==> config.mk <==
export PLATFORM = sky130hd
export DESIGN_NAME = rmst_ctrl
export DESIGN_NICKNAME = d
export VERILOG_FILES = /design/src/design/range_min_segment_tree_defines.svh /design/src/design/rmst_pkg.sv /design/src/design/rmst_ctrl.sv
export SDC_FILE = /design/constraint.sdc
export NUM_CORES = 1
export LEC_CHECK = 0
export ABC_AREA = 1
export BUFFER_PORTS_ARGS = -buffer_cell sky130_fd_sc_hd__buf_2
export CAP_MARGIN = 0
export CORE_AREA = 2 2 39 41
export CTS_CLUSTER_DIAMETER = 200
export DETAILED_ROUTE_END_ITERATION = 16
export DIE_AREA = 0 0 41 43
export HOLD_SLACK_MARGIN = 0.02
export PLACE_DENSITY_LB_ADDON = 0.1
export SETUP_SLACK_MARGIN = 0.1
export SLEW_MARGIN = 20
export SYNTH_ARGS = -nofsm -noshare
export SYNTH_HDL_FRONTEND = slang
export SYNTH_SLANG_ARGS = --single-unit
==> constraint.sdc <==
create_clock -name clk -period 1.5 [get_ports clk]
set_clock_uncertainty 0.15 [all_clocks]
set_input_delay 0.225 -clock clk [delete_from_list [all_inputs] [get_ports clk]]
set_output_delay 0.225 -clock clk [all_outputs]
set_load 0.02 [all_outputs]
==> src/design/range_min_segment_tree_defines.svh <==
// Assertion helpers for the range minimum segment tree.
// Both forms use the clock clk and the active-low reset rst_n of the calling module.
`ifndef RANGE_MIN_SEGMENT_TREE_DEFINES_SVH
`define RANGE_MIN_SEGMENT_TREE_DEFINES_SVH

`ifndef SYNTHESIS
// The consequent must hold in the same cycle as the antecedent.
`define RMST_ASSERT_SAME(lbl, ante, cons, msg) \
  lbl: assert property (@(posedge clk) disable iff (!rst_n) (ante) |-> (cons)) \
    else $error(msg);
// The consequent must hold in the cycle after the antecedent.
`define RMST_ASSERT_NEXT(lbl, ante, cons, msg) \
  lbl: assert property (@(posedge clk) disable iff (!rst_n) (ante) |=> (cons)) \
    else $error(msg);
`else
`define RMST_ASSERT_SAME(lbl, ante, cons, msg)
`define RMST_ASSERT_NEXT(lbl, ante, cons, msg)
`endif

`endif

==> src/design/rmst_pkg.sv <==
package rmst_pkg;

  // Field widths.
  localparam int VALUE_W = 30;
  localparam int IDX_W   = 10;
  localparam int CNT_W   = 11;

  // Default tree size and register reset.
  localparam int LEAF_COUNT_DEF   = 1024;
  localparam int USED_COUNT_RESET = 1024;

  // Value of an empty range and of every node after reset.
  localparam logic [VALUE_W-1:0] NEUTRAL_VALUE = VALUE_W'(1000000000);

  // Request kinds.
  localparam logic ACTION_LOAD  = 1'b0;
  localparam logic ACTION_QUERY = 1'b1;

  // Controller states.
  typedef enum logic [2:0] {
    S_CLEAR,
    S_IDLE,
    S_SETUP,
    S_LOAD_LEAF,
    S_LOAD_UP,
    S_Q_RUN,
    S_Q_DRAIN,
    S_Q_OUT
  } state_t;

  // Commands from the controller to the datapath.
  typedef struct packed {
    logic capture;
    logic setup;
    logic clear;
    logic load_start;
    logic load_step;
    logic q_step;
    logic out_load;
  } cmd_t;

  // Status from the datapath to the controller.
  typedef struct packed {
    logic clear_last;
    logic is_query;
    logic idx_ok;
    logic range_empty;
    logic load_last;
    logic q_last;
    logic out_busy;
  } status_t;

  function automatic logic [VALUE_W-1:0] min_value(input logic [VALUE_W-1:0] a,
                                                   input logic [VALUE_W-1:0] b);
    return (a < b) ? a : b;
  endfunction

endpackage

==> src/design/rmst_ctrl.sv <==
module rmst_ctrl
  import rmst_pkg::*;
(
  input  logic    clk,
  input  logic    rst_n,
  input  logic    in_valid,
  input  status_t status_i,
  output logic    in_stall,
  output cmd_t    cmd_o
);

  state_t state_r;
  state_t state_nxt;

  // State register; reset starts the clearing pass.
  always_ff @(posedge clk) begin
    if (!rst_n) begin
      state_r <= S_CLEAR;
    end else begin
      state_r <= state_nxt;
    end
  end

  // Next state and commands.
  always_comb begin
    state_nxt = state_r;
    cmd_o     = '0;
    in_stall  = 1'b1;
    case (state_r)
      S_CLEAR: begin
        cmd_o.clear = 1'b1;
        if (status_i.clear_last) begin
          state_nxt = S_IDLE;
        end
      end
      S_IDLE: begin
        in_stall = 1'b0;
        if (in_valid) begin
          cmd_o.capture = 1'b1;
          state_nxt     = S_SETUP;
        end
      end
      S_SETUP: begin
        cmd_o.setup = 1'b1;
        if (status_i.is_query) begin
          state_nxt = status_i.range_empty ? S_Q_OUT : S_Q_RUN;
        end else begin
          state_nxt = status_i.idx_ok ? S_LOAD_LEAF : S_IDLE;
        end
      end
      S_LOAD_LEAF: begin
        cmd_o.load_start = 1'b1;
        state_nxt        = S_LOAD_UP;
      end
      S_LOAD_UP: begin
        cmd_o.load_step = 1'b1;
        if (status_i.load_last) begin
          state_nxt = S_IDLE;
        end
      end
      S_Q_RUN: begin
        cmd_o.q_step = 1'b1;
        if (status_i.q_last) begin
          state_nxt = S_Q_DRAIN;
        end
      end
      S_Q_DRAIN: begin
        state_nxt = S_Q_OUT;
      end
      S_Q_OUT: begin
        if (!status_i.out_busy) begin
          cmd_o.out_load = 1'b1;
          state_nxt      = S_IDLE;
        end
      end
      default: begin
        state_nxt = S_CLEAR;
      end
    endcase
  end

endmodule

==> Yosys cells after proc, flatten, opt, wreduce, memory -nomap -nowiden <==
Index checks and enable logic that the tools add are counted.
W data, S select, Z words.
{ "totals": {"register_bits": 3, "out_inout_bits": 8, "word_cells": 34} }
{ "op_classes": {"n_eq_ne": 12, "n_mux": 19, "reduce_logical": 2} }
{ "ops": {"columns": ["cell", "n"], "rows": [
  ["$pmux W3 S8", 1],
  ["$mux W3", 6],
  ["$eq A3 B3 Y1 const B", 4],
  ["$mux W1", 10],
  ["$ne A2 B2 Y1 const B", 5],
  ["$eq A3 B2 Y1 const B", 2],
  ["$reduce_and A5 Y1", 1],
  ["$mux W2", 2],
  ["$eq A3 B1 Y1 const B", 1],
  ["$logic_not A3 Y1", 1]
]} }

==> Logic depth before layout (Yosys ltp) <==
Gate-level depths: netlist (run 1).
{ "depth": {"word_depth": 3, "mapped_depth": 8, "mapped_depth_nobuf": 7} }

==> Worst setup path after synthesis (run 1) <==
No wires, ideal clock.
{ "synth_path": {"path_type": "register to output", "startpoint": "reg state_r[1]", "endpoint": "out cmd_o[5] in the netlist's numbering", "arrival_time_ns": 0.958, "t_required_ns": 1.125, "setup_slack_ns": 0.167, "stages_incl_launch_ff": 3, "path_buffers": 0, "path_cell_list": "dfxtp_1 inv_2 nor3_1"} }
{ "synth_rtl": {"columns": ["item", "line", "source"], "rows": [
  ["start, declared", "rmst_ctrl.sv:12", "state_t state_r;"],
  ["start signal, assigned", "rmst_ctrl.sv:20", "state_r <= state_nxt;"],
  ["end, declared", "rmst_ctrl.sv:9", "output cmd_t cmd_o"]
]} }

==> results of run 1 <==
-- worst min-delay path, cell delays in order --
cell,delay [ns]
buf_2,0.11
inv_1,0.06
a21oi_2,0.03
-- cell usage in the layout (no fill, tap or decap) --
| cell | instances |
|---|---|
| buf_2 | 9 |
| nand3_1 | 4 |
| buf_6 | 2 |
| inv_4 | 2 |
| buf_4 | 12 |
| clkbuf_1 | 1 |
| a21oi_2 | 1 |
| nand3_2 | 6 |
| nor2_1 | 7 |
| dfxtp_4 | 3 |
| nand3_4 | 1 |
| nand4_1 | 1 |
| a21oi_1 | 1 |
| nor2_2 | 2 |
| inv_2 | 2 |
| nand2_2 | 1 |
| nor2_4 | 5 |
| inv_1 | 6 |
| nor3_2 | 1 |
| nand2_1 | 10 |
| clkbuf_4 | 3 |
-- cell families (layout without fill, tap and decap cells) --
| logic type | count (synthesis) | in the layout | share of synthesized area |
|---|---|---|---|
| AND/OR/NAND/NOR | 38 | 38 | 0.609 |
| buffers and inverters | 12 | 37 | 0.179 |
| AO/OA/AOI/OAI | 2 | 2 | 0.0394 |
| flip-flops | 3 | 3 | 0.172 |
-- worst paths after layout --
check	depth (start not counted)	endpoint	slack (ns)	from
worst max register to register	8	state_r[0]	0.17	state_r[0]
worst max-delay path	4	cmd_o[4]	0.08	state_r[0]
worst min register to register	2	state_r[2]	0.43	state_r[2]
worst min-delay path	3	state_r[1]	0.09	rst_n
-- layer usage --
metal / global-route usage / share of wire / vias up / routed length, µm
met4: 0.0400 / 0 / 0 / 0
met2: 0.194 / 0.51 / 13 / 467
met5: 0 / 0 / - / 0
met3: 0.0628 / 0.067 / 0 / 61
li1: - / - / 222 / -
met1: 0.147 / 0.42 / 184 / 378
-- stage by stage --
stage	total power (W)	hold WS, ns	setup slack, ns	area [µm²]
6_report	0.00127	0.0851	0.0792	584
5_1_grt	0.00139	0.0893	0.0334	584
4_1_cts	0.00111	0.0756	0.0808	513
3_5_place_dp	0.000828	0.332	0.104	432
3_3_place_gp	0.000836	0.334	0.0978	432
2_1_floorplan	0.000730	0.196	0.167	349
-- area by class of cell --
cell class              count  area [µm²]
inverters                  10        42.5
multi-input cells          40         267
flip-flops and latches      3        71.3
clock buffers               4        26.3
well taps                  16        20.0
fillers                   156         800
repair buffers             23         158
-- repair_timing --
action,CTS,global route
resized for setup,16,12
pin swaps,0,5
setup endpoints to repair,9,10
buffers inserted,2,4
-- power groups by stage --
stage / clock [W] / sequential [W] / combinational [W]
CTS: 0.000149 / 0.000245 / 0.000715
detailed placement: 0 / 0.000219 / 0.000609
global route: 0.000157 / 0.000268 / 0.000961
global placement: 0 / 0.000222 / 0.000614
floorplan: 0 / 0.000141 / 0.000590
finish: 0.000140 / 0.000258 / 0.000870
==> metrics.md, run 1 <==
| Metric | Value |
|---|---|
| IO Pins | 18 |
| Top flop regs | state_r x3 |
| CP Max Fanout | 7 |
| Final net count | 91 |
| Initial Util | 0.252 |
| Drc violations | 0 |
| Routed wire length | 908 µm |
| Cell variety after synth | 17 |
| Layout cell share with drive strength beyond 1 | 0.625 |
| TNS Setup | 0 ns |
| Pin count of the biggest net entering global routing | 10 |
| Endpoints failing setup | 0 |
| Clock sink count | 3 |
| CTS tree | built |
| FFs w/ async S/R, synth | 0 |
| Worst-path clk slew | 0.04 ns |
| WP data required | 1.12 ns |
| Flops & latches, synth | 3 |
| Htree depth | 1 |
| Clk buf depth | 2 |
| Pwr dens | 2170 nW/µm² |
| Max Freq | 704 MHz |
| Max reg flops | 3 |
| Syn avg cell area | 6.35 µm² |
| Die width | 41 µm |
| Syn Nets | 65 |
| # rows | 14 |
| Part of the Yosys area used for sequential elements | 0.172 |
| Max IR drop VDD | 685 µV |
| Max-cap viol count | 0 |
| Crit path DAT | 1.05 ns |
| Yosys top cell area share | 0.172 |
| Initial antenna violation count | 0 |
| Routed len/inst | 9.46 µm |
| Top delay family on crit path | flip-flops |
| P_sw | 0.000617 W |
| Switching portion of total power | 0.486 |
| Pins Over Slew Limit | 0 |
| Slowest cell on crit path | dfxtp_4 |
| Cell-by-cell trace of the critical path | nor2_4 > inv_2 > nor2_2 > buf_6 |
| Post-synth top area cell | dfxtp_1 |
| Status | finished, final reports clean |
| DP Cell Count | 86 |
| Startpoint types | flop |
| Sequential power share | 0.203 |
| Clock power frac | 0.111 |
| RSZ-0062 raised after global routing | true |
| Die area | 1760 µm² |
| Vias in the first global route | 373 |
| CP peak stage delay | 0.38 ns |
| Final Non-Filler Cells | 96 |
| First-pass GRT wire length | 1500 µm |
| Synth Instances | 55 |
| Cell internal pwr | 0.000652 W |
| Area of the core | 1380 µm² |
| Comb power frac | 0.686 |
| CP Buf/Inv Count | 2 |
| CP Capture Type | primary output |
| Post-DP HPWL | 665 µm |
| Util after Layout | 0.422 |
| Placer Congestion | 0.687 |
| Clock buffer count from CTS | 3 |
| Root Buffer | clkbuf_4 |
| Number of I/O port buffers | 17 |
| Top post-synthesis cells by area | dfxtp_1 (17%), nand3_1 (11%), nand2_1 (11%) |
| Routed vias | 419 |
| Most frequent cell after synthesis | nand2_1 |
| Slew of the pin with the lowest slew margin | 0.131 ns |
| Fin. Hold Viols | 0 |
| Syn Std Cell Area | 349 µm² |
| Slew HR | 0.912 |
| Most instantiated cells after synthesis | nand2_1 (10), nor2_1 (9), inv_1 (8), nand3_1 (8) |
| Final period util | 0.947 |
| Routed Antenna Nets | 0 |
| YS warnings | 0 |
| DR iter-0 viols | 7 |
| Hold Path Class | in -> reg |
| Via density | 4.36 |
| Top_reg_cell synth | dfxtp_1 |
| Number of enable flip-flop cells after synthesis | 0 |
| Inserted Diodes | 0 |
| Total track usage | 0.126 |
| Die Y | 43 µm |
| Clock Latency Late Sink | 0.23 ns |
| Largest Register | state_r |
| Lkg Pwr | 0.310 nW |
| Area growth syn-to-layout | 67.4% |
| Crit path time final | 1.42 ns |
| Drt pass-1 iters | 4 |
| Worst Setup Path Type | reg -> out |
| Hold buffer count at CTS | 0 |
| GRT overflow | 0 |
Note: power is estimated with default switching activity, not from simulation.
==> run 2, diff against run 1 <==
--- a/config.mk
+++ b/config.mk
@@ -14,7 +14,7 @@
 export DIE_AREA = 0 0 41 43
 export HOLD_SLACK_MARGIN = 0.02
 export PLACE_DENSITY_LB_ADDON = 0.1
-export SETUP_SLACK_MARGIN = 0.1
+export SETUP_SLACK_MARGIN = 0.5
 export SLEW_MARGIN = 20
 export SYNTH_ARGS = -nofsm -noshare
 export SYNTH_HDL_FRONTEND = slang
==> run 2 against run 1 <==
Net effect:
- final cell count increased by 7.3%
- non-clock buffer count increased by 7
- via count increased by 6.7%
- worst setup slack improved by 0.0057 ns
- global-route usage decreased by 0.19 points
- utilization increased by 7.4 points
- critical path type unchanged
==> metrics.md, run 2 (synthesis gave the netlist of run 1 again) <==
| Metric | Value |
|---|---|
| Routed len/inst | 9.24 µm |
| RSZ-0062 raised after global routing | true |
| Final instance area | 687 µm² |
| Initial Util | 0.252 |
| Fin. Hold Viols | 0 |
| Initial antenna violation count | 0 |
| Vias in the first global route | 378 |
| Final net count | 98 |
| Max IR drop VDD | 937 µV |
| Htree depth | 1 |
| Worst reg2reg setup slack | 0.15 ns |
| Largest Register | state_r |
| Layout cell share with drive strength beyond 1 | 0.724 |
| TNS Setup | 0 ns |
| Drt pass-1 iters | 4 |
| Routed vias | 447 |
| R2R depth | 9 |
| Routed Antenna Nets | 0 |
| Max Freq | 707 MHz |
| CP Max Fanout | 6 |
| Hold Path End | state_r[0] |
| Worst hold path depth | 3 |
| CP Capture Type | primary output |
| Max reg flops | 3 |
| Post-DP Area | 470 µm² |
| Worst R2R End | state_r[0] |
| Area of the core | 1380 µm² |
| Via density | 4.34 |
| Final period util | 0.943 |
| Min-delay src | rst_n |
| R2r startpoint | state_r[2] |
| Top flop regs | state_r x3 |
| Lkg Pwr | 0.347 nW |
| WP data required | 1.12 ns |
| Clock buffer count from CTS | 3 |
| Die Y | 43 µm |
| Number of I/O port buffers | 17 |
| Crit path DAT | 1.04 ns |
| Die width | 41 µm |
| Hold Path Class | in -> reg |
| Clk buf depth | 2 |
| Commonest non-fill, non-tap cell in the layout | buf_4 |
| Post-DP HPWL | 637 µm |
| Placer Congestion | 0.699 |
| Pin count of the biggest net entering global routing | 8 |
| Status | finished, final reports clean |
| Crit path time final | 1.42 ns |
| Die area | 1760 µm² |
| Inserted Diodes | 0 |
| Area growth syn-to-layout | 96.8% |
| Commonest cells after routing, fill and taps aside | buf_4 (13), buf_2 (10), nand2_1 (9) |
| Drc violations | 0 |
| Pins Over Slew Limit | 0 |
| Slew of the pin with the lowest slew margin | 0.155 ns |
| Root Buffer | clkbuf_4 |
| Endpoints failing setup | 0 |
| Max-cap viol count | 0 |
| GRT overflow | 0 |
| DR iter-0 viols | 11 |
| Clock Latency Late Sink | 0.23 ns |
| Routed wire length | 952 µm |
| # rows | 14 |
| Clock sink count | 3 |
| Total track usage | 0.124 |
| First-pass GRT wire length | 1460 µm |
| IO Pins | 18 |
| Worst-path clk slew | 0.04 ns |
| Startpoint types | flop |
| Slew HR | 0.896 |
| Worst Setup Path Type | reg -> out |
| Pwr dens | 2250 nW/µm² |
| CTS tree | built |
[run 2: cell count changes in the layout (fill, tap and decap cells not counted), sizes merged]
cell,delta
buf,+7
[run 2: timing repair]
| action | 4_1_cts | 5_1_grt |
|---|---|---|
| cloned | 0 | 0 |
| gates resized for setup | 25 | 9 |
| hold endpoints to repair | 0 | 0 |
| buffers inserted | 9 | 2 |
| hold buffers | 0 | 0 |
| pin swaps | 10 | 8 |
| endpoints found under the setup margin | 11 | 11 |
[run 2: worst max path at each step]
stage,startpoint,to,slack [ns]
floorplan,state_r[2],state_r[2],0.29
global route,state_r[2],cmd_o[6],0.03
detailed placement,state_r[0],cmd_o[0],0.09
finish,state_r[2],cmd_o[4],0.08
CTS,state_r[2],cmd_o[6],0.04
global placement,state_r[0],cmd_o[0],0.10
[run 2: metal layers]
metal	part of all wire	wire length, µm	vias to the layer above	track usage
met1	0.42	398	195	0.147
met5	0	0	-	0
li1	-	-	238	-
met3	0.034	32	2	0.0628
met4	0.020	19	0	0.0400
met2	0.53	502	12	0.188
[run 2: metrics by stage]
step / cells / setup WS [ns] / hold WS, ns / util / total power [W]
floorplan: 55 / 0.288 / 0.189 / - / 0.000775
global placement: 88 / 0.102 / 0.331 / 0.340 / 0.000917
detailed placement: 88 / 0.0869 / 0.326 / 0.340 / 0.000910
finish: 103 / 0.0848 / 0.0745 / 0.496 / 0.00155
CTS: 101 / 0.0446 / 0.0702 / 0.466 / 0.00146
global route: 103 / 0.0333 / 0.0821 / 0.496 / 0.00166
[run 2: cell type report]
class	instances	area, µm²
inverter	10	50.0
timing repair buffer	30	226
tap	16	20.0
clock buffer	4	26.3
fill	132	697
sequential	3	68.8
multi-input combinational	40	295
[run 2: report_power, final]
group          total (W)  internal (W)  switching (W)
Combinational    0.00118      0.000593       0.000590
Clock           0.000143     0.0000998      0.0000428
Sequential      0.000221      0.000135      0.0000859
Total            0.00155      0.000828       0.000718
[run 2: worst max-delay path, stage by stage, from the launching register on]
cell and delay (ns):
dfxtp_2 0.32, buf_6 0.14, buf_4 0.14, nor2_4 0.09, buf_6 0.11
==> run 3, diff against run 2 <==
--- a/config.mk
+++ b/config.mk
@@ -13,7 +13,6 @@
 export DETAILED_ROUTE_END_ITERATION = 16
 export DIE_AREA = 0 0 41 43
 export HOLD_SLACK_MARGIN = 0.02
-export PLACE_DENSITY_LB_ADDON = 0.1
 export SETUP_SLACK_MARGIN = 0.5
 export SLEW_MARGIN = 20
 export SYNTH_ARGS = -nofsm -noshare
==> run 3 against run 2 <==
Net effect:
- clock-buffer cell count did not move
- critical path depth increased by 1
- non-clock buffer count down 5
- worst setup slack got worse by 0.035 ns
- critical path type unchanged
- largest cell class unchanged
==> metrics.md, run 3 (synthesis gave the netlist of run 1 again) <==
| Metric | Value |
|---|---|
| Endpoints failing setup | 0 |
| Die width | 41 µm |
| Drt pass-1 iters | 3 |
| Fin. Hold Viols | 0 |
| Routed wire length | 928 µm |
| Hold Path Class | in -> reg |
| # rows | 14 |
| Pwr dens | 2220 nW/µm² |
| Total track usage | 0.122 |
| Area of the multi-input gates | 277 µm² |
| Final net count | 93 |
| Commonest cells after routing, fill and taps aside | nand2_1 (10), buf_2 (10), buf_4 (10) |
| Max Used Layer | met4 |
| DR iter-0 viols | 6 |
| Max Freq | 690 MHz |
| Post-DP HPWL | 644 µm |
| Crit path time final | 1.45 ns |
| Storage cell area | 66.3 µm² |
| RSZ-0062 raised after global routing | true |
| Clock Latency Late Sink | 0.25 ns |
| Place WS | 0.0912 ns |
| Worst setup path start | state_r[2] |
| Initial antenna violation count | 0 |
| Fill cell count | 145 |
| CP Max Fanout | 4 |
| Worst Setup Path Type | reg -> out |
| Lkg Pwr | 0.321 nW |
| Die area | 1760 µm² |
| Routed Antenna Nets | 0 |
| Min-delay src | rst_n |
| CTS tree | built |
| Worst-path clk slew | 0.04 ns |
| Top flop regs | state_r x3 |
| Largest Register | state_r |
| IO Pins | 18 |
| Routed vias | 429 |
| Area growth syn-to-layout | 76.3% |
| Area of the core | 1380 µm² |
| Clk buf depth | 2 |
| WP data required | 1.12 ns |
| DP Cell Count | 88 |
| Clock sink count | 3 |
| Root Buffer | clkbuf_4 |
| Inserted Diodes | 0 |
| R2r startpoint | state_r[2] |
| Die Y | 43 µm |
| Startpoint types | flop |
| Final period util | 0.967 |
| Slew HR | 0.878 |
| Crit path DAT | 1.08 ns |
| Slew of the pin with the lowest slew margin | 0.184 ns |
| Placer Congestion | 0.732 |
| Max-cap viol count | 0 |
| Setup ws final | 0.0497 ns |
| Routed len/inst | 9.47 µm |
| GRT overflow | 0 |
| Met3 WL | 46 µm |
| Drc violations | 0 |
| CP Capture Type | primary output |
| Number of I/O port buffers | 17 |
| Max IR drop VDD | 831 µV |
| Initial Util | 0.252 |
| Max reg flops | 3 |
| Pin count of the biggest net entering global routing | 10 |
| Status | finished, final reports clean |
| Final Non-Filler Cells | 98 |
| Wl on met1 | 344 µm |
| Layout cell share with drive strength beyond 1 | 0.659 |
| Htree depth | 1 |
| Met2 Wirelength | 501 µm |
| Pins Over Slew Limit | 0 |
| Vias in the first global route | 376 |
| First-pass GRT wire length | 1430 µm |
| Clock buffer count from CTS | 3 |
| Via density | 4.38 |
[run 3: critical path: stages, from the launching register on]
cell,delay (ns)
dfxtp_2,0.32
buf_6,0.13
inv_6,0.06
nand3_4,0.08
nor2_4,0.11
buf_6,0.11
[run 3: routing by layer]
layer | track usage | vias up
met4 | 0.100 | 0
met1 | 0.122 | 184
li1 | - | 226
met3 | 0.0314 | 5
met5 | 0 | -
met2 | 0.197 | 14
[run 3: metrics by stage]
step	area, µm²	TNS (ns)	utilization	total power [W]	hold slack, ns
after floorplan	373	0	-	0.000775	0.189
after global placement	470	0	0.340	0.000903	0.322
after detailed placement	470	0	0.340	0.000908	0.330
after CTS	572	0	0.413	0.00125	0.0725
after global routing	616	-0.00683	0.445	0.00148	0.0896
final	616	0	0.445	0.00137	0.0688
[run 3: area by class of cell]
class                   count  area share
multi-input cells          40       0.449
inverters                  10      0.0732
flip-flops and latches      3       0.108
well taps                  16      0.0325
clock buffers               4      0.0427
repair buffers             25       0.295
[run 3: power by group]
part	total (W)	switching (W)	leakage, nW	internal [W]
combinational	0.000997	0.000525	0.280	0.000472
sequential	0.000217	0.0000848	0.0261	0.000132
clock	0.000152	0.0000516	0.0150	0.000100
[run 3: final timing paths]
kind / end / cells after the start / slack (ns)
worst max register to register: state_r[0] / 9 / 0.16
worst min-delay path: state_r[0] / 3 / 0.07
worst min register to register: state_r[1] / 2 / 0.44
worst max-delay path: cmd_o[6] / 5 / 0.05
[run 3: repair_timing]
action                                  CTS  global route
setup buffers                             3             3
hold buffers                              0             0
gates resized for setup                  17             6
hold endpoints to repair                  0             0
pin swaps                                 3            10
endpoints found under the setup margin   11            11
